<file path="config.mk">
export PLATFORM = sky130hd
export DESIGN_NAME = candidate_window_chunk_splitter_flat
export DESIGN_NICKNAME = d
export VERILOG_FILES = /design/src/rtl/core/cwcs_pkg.sv /design/src/rtl/core/cwcs_if.sv /design/src/rtl/core/cwcs_ctrl.sv /design/src/rtl/core/cwcs_datapath.sv /design/src/rtl/core/candidate_window_chunk_splitter.sv /design/src/flat_wrapper.sv
export VERILOG_INCLUDE_DIRS = /design/src /design/src/rtl/core
export SDC_FILE = /design/constraint.sdc
export NUM_CORES = 2
export LEC_CHECK = 0
export BUFFER_PORTS_ARGS = -buffer_cell sky130_fd_sc_hd__buf_4
export CAP_MARGIN = 20
export CORE_ASPECT_RATIO = 0.6
export CORE_MARGIN = 4
export CORE_UTILIZATION = 55
export CTS_CLUSTER_DIAMETER = 120
export CTS_CLUSTER_SIZE = 30
export DETAILED_ROUTE_END_ITERATION = 12
export GPL_ROUTABILITY_DRIVEN = 0
export PLACE_DENSITY = 0.83
export SYNTH_ARGS = -nofsm -noshare
export SYNTH_HDL_FRONTEND = slang
export SYNTH_SLANG_ARGS = --single-unit
</file>
<file path="constraint.sdc">
create_clock -name clk -period 16.2 [get_ports clk]
set_clock_uncertainty 0.2 [all_clocks]
set_input_delay 4.86 -clock clk [delete_from_list [all_inputs] [get_ports clk]]
set_output_delay 4.86 -clock clk [all_outputs]
set_load 0.02 [all_outputs]
</file>
<file path="src/rtl/core/candidate_window_chunk_splitter_defines.svh">
// Assertion macros for the candidate window chunk splitter.
`ifndef CANDIDATE_WINDOW_CHUNK_SPLITTER_DEFINES_SVH
`define CANDIDATE_WINDOW_CHUNK_SPLITTER_DEFINES_SVH
`ifndef NO_ASSERTIONS
// same-cycle implication, sampled on clk, off while rst_n is low
`define CWCS_ASSERT_IMP(label, ante, cons) \
    label: assert property (@(posedge clk) disable iff (!rst_n) (ante) |-> (cons)) \
        else $error("cwcs: same-cycle check failed");
// next-cycle implication, sampled on clk, off while rst_n is low
`define CWCS_ASSERT_NXT(label, ante, cons) \
    label: assert property (@(posedge clk) disable iff (!rst_n) (ante) |=> (cons)) \
        else $error("cwcs: next-cycle check failed");
`else
`define CWCS_ASSERT_IMP(label, ante, cons)
`define CWCS_ASSERT_NXT(label, ante, cons)
`endif
`endif

</file>
<file path="src/rtl/core/cwcs_pkg.sv">
// Shared widths, codes and control types of the candidate window chunk splitter.
package cwcs_pkg;

    localparam int FIELD_W   = 48;
    localparam int SPAN_W    = 17;
    localparam int KEY_W     = 16;
    localparam int ERR_W     = 16;
    localparam int TMPL_W    = 20;
    localparam int SUM_W     = 21;
    localparam int WIN_W     = 18;
    localparam int OVL_W     = 17;
    localparam int CFG_IDX_W = 3;

    localparam int MAX_CHUNKS_DEF = 64;
    localparam int POS_BITS_DEF   = 48;

    localparam logic [CFG_IDX_W-1:0] REG_EXT_SPAN   = 3'd0;
    localparam logic [CFG_IDX_W-1:0] REG_KEY_LENGTH = 3'd1;
    localparam logic [CFG_IDX_W-1:0] REG_MAX_ERROR  = 3'd2;
    localparam logic [CFG_IDX_W-1:0] REG_MAX_TMPL   = 3'd3;
    localparam logic [CFG_IDX_W-1:0] REG_PROJ_BASE  = 3'd4;

    localparam logic [SPAN_W-1:0]  SPAN_RST = 17'd0;
    localparam logic [KEY_W-1:0]   KEY_RST  = 16'd100;
    localparam logic [ERR_W-1:0]   ERR_RST  = 16'd0;
    localparam logic [TMPL_W-1:0]  TMPL_RST = 20'd1000;
    localparam logic [FIELD_W-1:0] BASE_RST = 48'd0;

    localparam int OP_W = 3;
    localparam logic [OP_W-1:0] OP_NONE   = 3'd0;
    localparam logic [OP_W-1:0] OP_LOAD   = 3'd1;
    localparam logic [OP_W-1:0] OP_CLAMP  = 3'd2;
    localparam logic [OP_W-1:0] OP_LEN    = 3'd3;
    localparam logic [OP_W-1:0] OP_PROJ   = 3'd4;
    localparam logic [OP_W-1:0] OP_CURSOR = 3'd5;
    localparam logic [OP_W-1:0] OP_EMIT   = 3'd6;

    localparam int KIND_W = 2;
    localparam logic [KIND_W-1:0] KIND_WIN  = 2'd0;
    localparam logic [KIND_W-1:0] KIND_OVL  = 2'd1;
    localparam logic [KIND_W-1:0] KIND_TAIL = 2'd2;

    typedef struct packed {
        logic [OP_W-1:0]   op;
        logic [KIND_W-1:0] kind;
        logic              last;
        logic              trunc;
    } cwcs_cmd_t;

    typedef struct packed {
        logic in_valid;
        logic out_free;
        logic rem_ge_win;
        logic rmw_ge_win;
        logic rmw_gt_ovl;
        logic win_zero;
        logic at_limit;
    } cwcs_status_t;

endpackage

</file>
<file path="src/rtl/core/cwcs_if.sv">
// Handshake interfaces for the configuration, region and chunk channels.
interface cwcs_cfg_if import cwcs_pkg::*; ();
    logic                 valid;
    logic                 ready;
    logic [CFG_IDX_W-1:0] index;
    logic [FIELD_W-1:0]   data;

    modport source (output valid, output index, output data, input ready);
    modport sink (input valid, input index, input data, output ready);
endinterface

interface cwcs_region_if import cwcs_pkg::*; ();
    logic               valid;
    logic               ready;
    logic [FIELD_W-1:0] ext_begin;
    logic [FIELD_W-1:0] interval_begin;
    logic [FIELD_W-1:0] interval_end;

    modport source (output valid, output ext_begin, output interval_begin,
                    output interval_end, input ready);
    modport sink (input valid, input ext_begin, input interval_begin,
                  input interval_end, output ready);
endinterface

interface cwcs_chunk_if import cwcs_pkg::*; ();
    logic               valid;
    logic               ready;
    logic [FIELD_W-1:0] chunk_begin;
    logic [FIELD_W-1:0] chunk_end;
    logic               last_chunk;
    logic               truncated;

    modport source (output valid, output chunk_begin, output chunk_end,
                    output last_chunk, output truncated, input ready);
    modport sink (input valid, input chunk_begin, input chunk_end,
                  input last_chunk, input truncated, output ready);
endinterface

</file>
<file path="src/rtl/core/cwcs_ctrl.sv">
// Sequencer: setup steps, chunk kind order, last and truncation flags.
module cwcs_ctrl import cwcs_pkg::*; (
    input  logic         clk,
    input  logic         rst_n,
    input  cwcs_status_t status,
    output cwcs_cmd_t    cmd
);

    localparam logic [2:0] ST_IDLE   = 3'd0;
    localparam logic [2:0] ST_CLAMP  = 3'd1;
    localparam logic [2:0] ST_LEN    = 3'd2;
    localparam logic [2:0] ST_PROJ   = 3'd3;
    localparam logic [2:0] ST_CURSOR = 3'd4;
    localparam logic [2:0] ST_EMIT   = 3'd5;

    logic [2:0]        state_reg, state_next;
    logic [KIND_W-1:0] kind_reg, kind_next;
    logic [KIND_W-1:0] follow_kind;
    logic              has_follow;

    // work out which chunk comes after the one being loaded now
    always_comb
    begin
        has_follow  = 1'b0;
        follow_kind = KIND_TAIL;
        case (kind_reg)
            KIND_OVL:
            begin
                has_follow  = 1'b1;
                follow_kind = KIND_WIN;
            end
            KIND_WIN:
            begin
                if (status.rmw_ge_win)
                begin
                    has_follow  = 1'b1;
                    // a zero-length window never moves the cursor: no overlap chunks
                    follow_kind = status.win_zero ? KIND_WIN : KIND_OVL;
                end
                else if (status.rmw_gt_ovl)
                begin
                    has_follow  = 1'b1;
                    follow_kind = KIND_TAIL;
                end
            end
            default:
            begin
                has_follow = 1'b0;
            end
        endcase
    end

    always_comb
    begin
        state_next = state_reg;
        kind_next  = kind_reg;
        cmd.op     = OP_NONE;
        cmd.kind   = kind_reg;
        cmd.last   = !has_follow || status.at_limit;
        cmd.trunc  = has_follow && status.at_limit;
        case (state_reg)
            ST_IDLE:
            begin
                cmd.op = OP_LOAD;
                if (status.in_valid)
                begin
                    state_next = ST_CLAMP;
                end
            end
            ST_CLAMP:
            begin
                cmd.op     = OP_CLAMP;
                state_next = ST_LEN;
            end
            ST_LEN:
            begin
                cmd.op     = OP_LEN;
                state_next = ST_PROJ;
            end
            ST_PROJ:
            begin
                cmd.op     = OP_PROJ;
                state_next = ST_CURSOR;
            end
            ST_CURSOR:
            begin
                cmd.op     = OP_CURSOR;
                kind_next  = status.rem_ge_win ? KIND_WIN : KIND_TAIL;
                state_next = ST_EMIT;
            end
            ST_EMIT:
            begin
                if (status.out_free)
                begin
                    cmd.op = OP_EMIT;
                    if (cmd.last)
                    begin
                        state_next = ST_IDLE;
                    end
                    else
                    begin
                        kind_next = follow_kind;
                    end
                end
            end
            default:
            begin
                state_next = ST_IDLE;
            end
        endcase
    end

    always_ff @(posedge clk or negedge rst_n)
    begin
        if (!rst_n)
        begin
            state_reg <= ST_IDLE;
            kind_reg  <= KIND_TAIL;
        end
        else
        begin
            state_reg <= state_next;
            kind_reg  <= kind_next;
        end
    end

endmodule

</file>
<file path="src/rtl/core/cwcs_datapath.sv">
// Datapath: configuration registers, region setup arithmetic, cursor and output register.
module cwcs_datapath import cwcs_pkg::*; #(
    parameter int MAX_CHUNKS    = MAX_CHUNKS_DEF,
    parameter int POSITION_BITS = POS_BITS_DEF
) (
    input  logic         clk,
    input  logic         rst_n,
    cwcs_cfg_if.sink     cfg,
    cwcs_region_if.sink  region,
    cwcs_chunk_if.source chunk,
    input  cwcs_cmd_t    cmd,
    output cwcs_status_t status
);

    localparam int P     = POSITION_BITS;
    localparam int PX    = POSITION_BITS + 1;
    localparam int CNT_W = $clog2(MAX_CHUNKS + 1);

    logic [SPAN_W-1:0]  span_reg;
    logic [KEY_W-1:0]   key_reg;
    logic [ERR_W-1:0]   err_reg;
    logic [TMPL_W-1:0]  tmpl_reg;
    logic [FIELD_W-1:0] base_reg;

    logic [P-1:0]      eb_reg, ib_reg, ie_reg;
    logic [PX-1:0]     ebe_reg;
    logic [SUM_W-1:0]  sum_reg;
    logic [WIN_W-1:0]  win_reg;
    logic [OVL_W-1:0]  ovl_reg;
    logic [P-1:0]      cb_reg, ce_reg, len_reg, pb_reg, pe_reg;
    logic [PX-1:0]     pd_reg;
    logic [P-1:0]      cur_reg, cpw_reg, rem_reg, rmw_reg, off_reg;
    logic [CNT_W-1:0]  cnt_reg;
    logic [P-1:0]      ob_reg, oe_reg;
    logic              olast_reg, otrunc_reg, ovalid_reg;

    logic          take;
    logic          out_free;
    logic [P-1:0]  win_p, ovl_p, base_p;
    logic [PX-1:0] end_sum, len_diff, proj_diff, pb_diff, ovl_reach;
    logic [P-1:0]  emit_begin, emit_end;

    assign cfg.ready    = 1'b1;
    assign region.ready = (cmd.op == OP_LOAD);
    assign take         = region.valid && region.ready;
    assign out_free     = !ovalid_reg || chunk.ready;

    assign win_p  = P'(win_reg);
    assign ovl_p  = P'(ovl_reg);
    assign base_p = P'(base_reg);

    assign end_sum   = PX'(eb_reg) + PX'(sum_reg);
    assign len_diff  = PX'(ce_reg) - PX'(cb_reg);
    assign proj_diff = PX'(base_p) - PX'(cb_reg);
    assign pb_diff   = PX'(pd_reg[P-1:0]) - PX'(len_reg);
    assign ovl_reach = PX'(cur_reg) + PX'(ovl_reg);

    always_comb
    begin
        case (cmd.kind)
            KIND_WIN:
            begin
                emit_begin = cur_reg;
                emit_end   = cpw_reg;
            end
            KIND_OVL:
            begin
                // clip the overlap to the projected region on both sides
                emit_begin = (off_reg > ovl_p) ? (cur_reg - ovl_p) : pb_reg;
                emit_end   = (rem_reg > ovl_p) ? ovl_reach[P-1:0] : pe_reg;
            end
            KIND_TAIL:
            begin
                emit_begin = cur_reg;
                emit_end   = pe_reg;
            end
            default:
            begin
                emit_begin = cur_reg;
                emit_end   = pe_reg;
            end
        endcase
    end

    assign status.in_valid   = region.valid;
    assign status.out_free   = out_free;
    assign status.rem_ge_win = (rem_reg >= win_p);
    assign status.rmw_ge_win = (rmw_reg >= win_p);
    assign status.rmw_gt_ovl = (rmw_reg > ovl_p);
    assign status.win_zero   = (win_reg == '0);
    assign status.at_limit   = (cnt_reg == CNT_W'(MAX_CHUNKS - 1));

    assign chunk.valid       = ovalid_reg;
    assign chunk.chunk_begin = FIELD_W'(ob_reg);
    assign chunk.chunk_end   = FIELD_W'(oe_reg);
    assign chunk.last_chunk  = olast_reg;
    assign chunk.truncated   = otrunc_reg;

    always_ff @(posedge clk or negedge rst_n)
    begin
        if (!rst_n)
        begin
            span_reg <= SPAN_RST;
            key_reg  <= KEY_RST;
            err_reg  <= ERR_RST;
            tmpl_reg <= TMPL_RST;
            base_reg <= BASE_RST;
        end
        else if (cfg.valid)
        begin
            case (cfg.index)
                REG_EXT_SPAN:   span_reg <= cfg.data[SPAN_W-1:0];
                REG_KEY_LENGTH: key_reg  <= cfg.data[KEY_W-1:0];
                REG_MAX_ERROR:  err_reg  <= cfg.data[ERR_W-1:0];
                REG_MAX_TMPL:   tmpl_reg <= cfg.data[TMPL_W-1:0];
                REG_PROJ_BASE:  base_reg <= cfg.data;
                default:        ;
            endcase
        end
    end

    always_ff @(posedge clk or negedge rst_n)
    begin
        if (!rst_n)
        begin
            ovalid_reg <= 1'b0;
            cnt_reg    <= '0;
        end
        else
        begin
            if (take)
            begin
                cnt_reg <= '0;
            end
            else if (cmd.op == OP_EMIT)
            begin
                cnt_reg <= cnt_reg + CNT_W'(1);
            end
            if (cmd.op == OP_EMIT)
            begin
                ovalid_reg <= 1'b1;
            end
            else if (chunk.ready)
            begin
                ovalid_reg <= 1'b0;
            end
        end
    end

    always_ff @(posedge clk)
    begin
        if (take)
        begin
            eb_reg  <= P'(region.ext_begin);
            ib_reg  <= P'(region.interval_begin);
            ie_reg  <= P'(region.interval_end);
            ebe_reg <= PX'(P'(region.ext_begin)) - PX'(err_reg);
            sum_reg <= SUM_W'(span_reg) + SUM_W'(tmpl_reg) + SUM_W'(key_reg)
                       + SUM_W'(err_reg);
            win_reg <= WIN_W'(key_reg) + (WIN_W'(err_reg) << 1);
            ovl_reg <= OVL_W'(key_reg) + OVL_W'(err_reg);
        end
        case (cmd.op)
            OP_CLAMP:
            begin
                // floor the begin at the interval, cap the end at it
                cb_reg <= (!ebe_reg[P] && (ebe_reg[P-1:0] > ib_reg)) ? ebe_reg[P-1:0]
                                                                     : ib_reg;
                ce_reg <= (end_sum < PX'(ie_reg)) ? end_sum[P-1:0] : ie_reg;
            end
            OP_LEN:
            begin
                // an inverted region collapses to zero length
                len_reg <= len_diff[P] ? '0 : len_diff[P-1:0];
                pd_reg  <= proj_diff;
            end
            OP_PROJ:
            begin
                // saturate the projected begin at zero on underflow
                pb_reg  <= (!pd_reg[P] && !pb_diff[P]) ? pb_diff[P-1:0] : '0;
                rem_reg <= len_reg;
                rmw_reg <= len_reg - win_p;
                off_reg <= '0;
            end
            OP_CURSOR:
            begin
                pe_reg  <= pb_reg + len_reg;
                cur_reg <= pb_reg;
                cpw_reg <= pb_reg + win_p;
            end
            OP_EMIT:
            begin
                ob_reg     <= emit_begin;
                oe_reg     <= emit_end;
                olast_reg  <= cmd.last;
                otrunc_reg <= cmd.trunc;
                if (cmd.kind == KIND_WIN)
                begin
                    // advance the cursor by one window
                    cur_reg <= cpw_reg;
                    cpw_reg <= cpw_reg + win_p;
                    rem_reg <= rmw_reg;
                    rmw_reg <= rmw_reg - win_p;
                    off_reg <= off_reg + win_p;
                end
            end
            default:
            begin
            end
        endcase
    end

endmodule

</file>
<file path="src/rtl/core/candidate_window_chunk_splitter.sv">
// Top level of the candidate window chunk splitter: sequencer, datapath and checks.
// After an item is taken, the clamp, length, projection and cursor steps run in order
// before its first chunk is offered. Throughput: one chunk per cycle while the output is
// taken; an item with n chunks (n up to MAX_CHUNKS) holds the block for the four serial
// setup steps and the one-chunk-per-cycle emit loop around the cursor registers.
// Reset clears the sequencer and output valid and loads the register defaults.
`include "candidate_window_chunk_splitter_defines.svh"
module candidate_window_chunk_splitter import cwcs_pkg::*; #(
    parameter int MAX_CHUNKS    = MAX_CHUNKS_DEF,
    parameter int POSITION_BITS = POS_BITS_DEF
) (
    input  logic         clk,
    input  logic         rst_n,
    cwcs_cfg_if.sink     cfg,
    cwcs_region_if.sink  region,
    cwcs_chunk_if.source chunk
);

    cwcs_cmd_t    cmd;
    cwcs_status_t status;

    cwcs_ctrl u_ctrl (
        .clk    (clk),
        .rst_n  (rst_n),
        .status (status),
        .cmd    (cmd)
    );

    cwcs_datapath #(
        .MAX_CHUNKS    (MAX_CHUNKS),
        .POSITION_BITS (POSITION_BITS)
    ) u_datapath (
        .clk    (clk),
        .rst_n  (rst_n),
        .cfg    (cfg),
        .region (region),
        .chunk  (chunk),
        .cmd    (cmd),
        .status (status)
    );

    `CWCS_ASSERT_NXT(a_take_blocks_next, region.valid && region.ready, !region.ready)
    `CWCS_ASSERT_IMP(a_emit_has_room, cmd.op == OP_EMIT, !chunk.valid || chunk.ready)
    `CWCS_ASSERT_NXT(a_last_frees_input, cmd.op == OP_EMIT && cmd.last, region.ready)

endmodule
</file>
<file path="src/flat_wrapper.sv">
// flat-port wrapper written by rule: the top's interface ports become plain ports
module candidate_window_chunk_splitter_flat import cwcs_pkg::*;
#(
    parameter int MAX_CHUNKS    = MAX_CHUNKS_DEF,
    parameter int POSITION_BITS = POS_BITS_DEF
)
  (clk, rst_n, cfg_valid, cfg_index, cfg_data, cfg_ready, region_valid, region_ext_begin, region_interval_begin, region_interval_end, region_ready, chunk_valid, chunk_chunk_begin, chunk_chunk_end, chunk_last_chunk, chunk_truncated, chunk_ready);
  cwcs_cfg_if cfg_i ();
  cwcs_region_if region_i ();
  cwcs_chunk_if chunk_i ();
  input  logic clk;
  input  logic rst_n;
  input wire logic [$bits(cfg_i.valid)-1:0] cfg_valid;
  input wire logic [$bits(cfg_i.index)-1:0] cfg_index;
  input wire logic [$bits(cfg_i.data)-1:0] cfg_data;
  output wire logic [$bits(cfg_i.ready)-1:0] cfg_ready;
  input wire logic [$bits(region_i.valid)-1:0] region_valid;
  input wire logic [$bits(region_i.ext_begin)-1:0] region_ext_begin;
  input wire logic [$bits(region_i.interval_begin)-1:0] region_interval_begin;
  input wire logic [$bits(region_i.interval_end)-1:0] region_interval_end;
  output wire logic [$bits(region_i.ready)-1:0] region_ready;
  output wire logic [$bits(chunk_i.valid)-1:0] chunk_valid;
  output wire logic [$bits(chunk_i.chunk_begin)-1:0] chunk_chunk_begin;
  output wire logic [$bits(chunk_i.chunk_end)-1:0] chunk_chunk_end;
  output wire logic [$bits(chunk_i.last_chunk)-1:0] chunk_last_chunk;
  output wire logic [$bits(chunk_i.truncated)-1:0] chunk_truncated;
  input wire logic [$bits(chunk_i.ready)-1:0] chunk_ready;
  assign cfg_i.valid = cfg_valid;
  assign cfg_i.index = cfg_index;
  assign cfg_i.data = cfg_data;
  assign cfg_ready = cfg_i.ready;
  assign region_i.valid = region_valid;
  assign region_i.ext_begin = region_ext_begin;
  assign region_i.interval_begin = region_interval_begin;
  assign region_i.interval_end = region_interval_end;
  assign region_ready = region_i.ready;
  assign chunk_valid = chunk_i.valid;
  assign chunk_chunk_begin = chunk_i.chunk_begin;
  assign chunk_chunk_end = chunk_i.chunk_end;
  assign chunk_last_chunk = chunk_i.last_chunk;
  assign chunk_truncated = chunk_i.truncated;
  assign chunk_i.ready = chunk_ready;
  candidate_window_chunk_splitter #(.MAX_CHUNKS(MAX_CHUNKS), .POSITION_BITS(POSITION_BITS)) u_core (.clk(clk), .rst_n(rst_n), .cfg(cfg_i), .region(region_i), .chunk(chunk_i));
endmodule
</file>
==> summary.md <==
| Metric | Value |
|---|---|
| Status | finished, final reports clean |
| Setup violators final | 0 |
| Nets | slightly above 7k |
| Setup Fix Bufs, Post-CTS | 0 |
| Number of synthesized flops with an enable pin | 876 |
| Slew HR | approximately 20% |
| Design Power | 14.1 mW |
| Crit-path cells | buf_4, nand2b_1, nand2b_4, inv_8, nand2_1, nand2_1, ha_1, inv_1, fa_1, nor2b_1, o21ai_0, a21boi_0, o21ai_0, a211oi_1, o31a_1, a21oi_1, buf_4, nand3b_1, a211oi_1, xor2_1 |
| Grt ovf | 0 |
| DR vias | 51.7k |
| Post-cts resize count | 0 |
| Die H | 275 um |
| # placed instances | 7972 |
| WL final | roughly 190000 um |
| Seq cells post-synth | between 1k and 1.5k |
| Setup TNS | 0 ps |
| I/O Buffers | 299 |
| Post-synth ARST share | 12.9% |
| Register area share after synthesis | a little under half |
| Clock Latency Late Sink | 680 ps |
| Unique cell type count in the Yosys netlist | 102 |
| First-pass GRT wire length | around 280000 um |
| CTS clk-pin slew, worst paths | 120 ps |
| F_max | 0.108 GHz |
| Max Cap Viol | 0 |
| Die area | 124000 um2 |
| Synth area leader | edfxtp_1 |
| Crit Path Class | input pin to flip-flop |
| Clk sink count | approximately 1.0k |
| Core Region | 117000 um2 |
| Via density | about 6.4 |
| Initial antenna violation count | 7 |
| Critical path arrival | 9470 ps |
| Fillcell total | 9491 |
| I/O pin cnt | 301 |
| Crit-path max cell delay | 490 ps |
| Ys flop type | edfxtp_1 |
| CTS Hold Bufs | 0 |
| Fin. Hold Viols | 0 |
| Leak Pwr | 28.3 nW |
| Post-route insts no fill | slightly above 8k |
| Clk root buf | clkbuf_16 |
| CP startpoint | chunk_ready |
| Setup ws final | just under 7000 ps |
| Detail Placement HPWL | 147000 um |
| Cell Rows | 97 |
| Maximum VDD drop | 0.0996 mV |
| Min Tclk post-route | 9270 ps |
| H-tree Lvls | 2 |
| Clock Tree Buf Depth | 3 |
| TritonCTS clock tree | built |
| Share of cells above drive strength 1 | approximately a tenth |
| Die extent in x | 453 um |
| Mapped cell area | 65200 um2 |
| Setup slack at placement | 6400 ps |
| Crit Path Max Fanout | 113 |
| Synth top area share | about two fifths |
| Vias in the first global route | 48.6k |
| Initial DRC Count | between 7k and 8k |
| Syn Nets | 7050 |
| Post-Syn Area per Cell | 10.4 um2 |
| GRT Util Overall | 29.1% |
| 1st-pass router iterations | 7 |
| Area contributors post-synth | edfxtp_1, ha_1, dfrtp_1, xnor2_1, a21oi_1 |
| Design area | 70300 um2 |
| Largest net degree at the start of global routing | approximately 150 |
| Power Density | approximately 200 nW/um2 |
| Crit Reg-Reg Startpoint | u_core.u_datapath.eb_reg[0] |
| Crit share post-route | 57.2% |
| Syn Inst Count | 6252 |
| CTS buffer count | 39 |
| Hold Crit Start | u_core.u_datapath.base_p[14] |
| Crit-path slowest cell | inv_8 |
| Yosys warns | 0 |
| Routed length per instance | between 20 and 25 um |
| Worst-Margin Slew | 1200 ps |
| Initial core utilization | 55.6% |
| Layout area overhead | 7.73% |
| Antenna Nets Post-Route | 0 |
| RSZ-0062 raised after global routing | false |
| Max Slew Vio Count | 0 |
| Req. time, crit path | 16410 ps |
| Hold Path Class | flip-flop to flip-flop |
| CP endpoint kind | flip-flop |
| Drc violations | 0 |
| Placed cell area | between 60000 and 70000 um2 |
| CP Launch Type | input pin |
-- worst max-delay path: cells and delay by family --
kind / cells / cell delay [ps]
AND/OR/NAND/NOR: 6 / 1160
XOR/XNOR: 1 / 110
buffers and inverters: 4 / 830
AO/OA/AOI/OAI: 7 / 1890
adder cells (fa/ha/maj): 2 / 580
-- cells in the final DEF (no fill, tap or decap), types with 29 or more instances in the layout --
cell / count
xnor2_1: 321
inv_1: 387
buf_4: 342
nor4_1: 58
nand3_1: 128
o211ai_1: 34
o22ai_1: 67
mux2_2: 174
o21a_1: 75
mux2i_1: 38
edfxtp_1: 876
and3_1: 71
a21oi_1: 437
a211oi_1: 47
dfrtp_1: 120
nand4_1: 95
nor2b_1: 82
fa_1: 46
a31oi_1: 57
nand2_1: 505
nor2_1: 443
o21bai_1: 35
and2_1: 29
xor2_1: 196
or3_1: 38
clkbuf_16: 39
ha_1: 552
o21ai_0: 292
o31ai_1: 36
nor3_1: 119
nand2b_1: 69
a21o_1: 228
-- metrics by stage --
stage	utilization, %	hold WS (ps)
after floorplan	-	284
after global placement	58.9	291
after detailed placement	58.9	304
after CTS	59.9	330
after global routing	59.9	339
final	59.9	332
-- layout make-up --
cell class / instances / area [um2] / share of cell area, %
inverters: 392 / 1480 / 2.10
flip-flops and latches: 1006 / 29600 / 42.1
clock inverters: 5 / 43.8 / 0.0623
diodes: 3 / 7.51 / 0.0107
multi-input cells: 4646 / 33400 / 47.6
well taps: 1584 / 1980 / 2.82
repair buffers: 347 / 2670 / 3.80
clock buffers: 67 / 1080 / 1.54
-- path summary, 6_finish.rpt --
kind / endpoint / slack [ps] / cells after the start
max: u_core.u_datapath.cpw_reg[40] / 6930 / 20
min: u_core.u_datapath.base_p[14] / 330 / 1
max reg2reg: u_core.u_datapath.ce_reg[8] / 9080 / 23
min reg2reg: u_core.u_datapath.base_p[14] / 330 / 1
max in group asynchronous: u_core.u_datapath.key_reg[2] / 10590 / 3
min in group asynchronous: u_core.u_datapath.base_p[34] / 3930 / 1
-- per-layer routing --
layer | global-route usage, % | vias up | share of wire, %
met5 | 0 | - | 0.025
met3 | 6.80 | 439 | 12
li1 | - | 23363 | -
met1 | 42.0 | 24639 | 41
met4 | 8.41 | 6 | 3.4
met2 | 43.9 | 3216 | 43
-- power breakdown --
part / internal (mW) / leakage (nW) / switching (mW) / total, mW
Combinational: 3.07 / 18.1 / 4.89 / 7.96
Clock: 0.471 / 0.536 / 0.837 / 1.31
Sequential: 4.13 / 9.67 / 0.728 / 4.86
Total: 7.67 / 28.3 / 6.46 / 14.1
-- synth_stat cells, drive strengths merged, types with 59 or more instances --
cell	number
ha	552
a21oi	441
nor3	124
and3	71
nor2	448
a21o	228
nand3	128
clkbuf	160
o22ai	68
inv	391
xor2	196
nor2b	82
edfxtp	876
mux2	193
nand2	507
o21ai	312
xnor2	321
nor4	59
dfrtp	120
nand2b	71
nand4	95
o21a	75
-- logic make-up after synthesis --
| family | after synthesis | share of synthesized area [%] |
|---|---|---|
| AO/OA/AOI/OAI | 1554 | 15.3 |
| XOR/XNOR | 517 | 6.94 |
| adder cells (fa/ha/maj) | 598 | 12.0 |
| buffers and inverters | 600 | 3.58 |
| flip-flops | 1006 | 45.3 |
| multiplexers | 231 | 3.91 |
| other | 1 | 0.00575 |
| AND/OR/NAND/NOR | 1745 | 12.9 |
(Power assumes the default switching activity.)
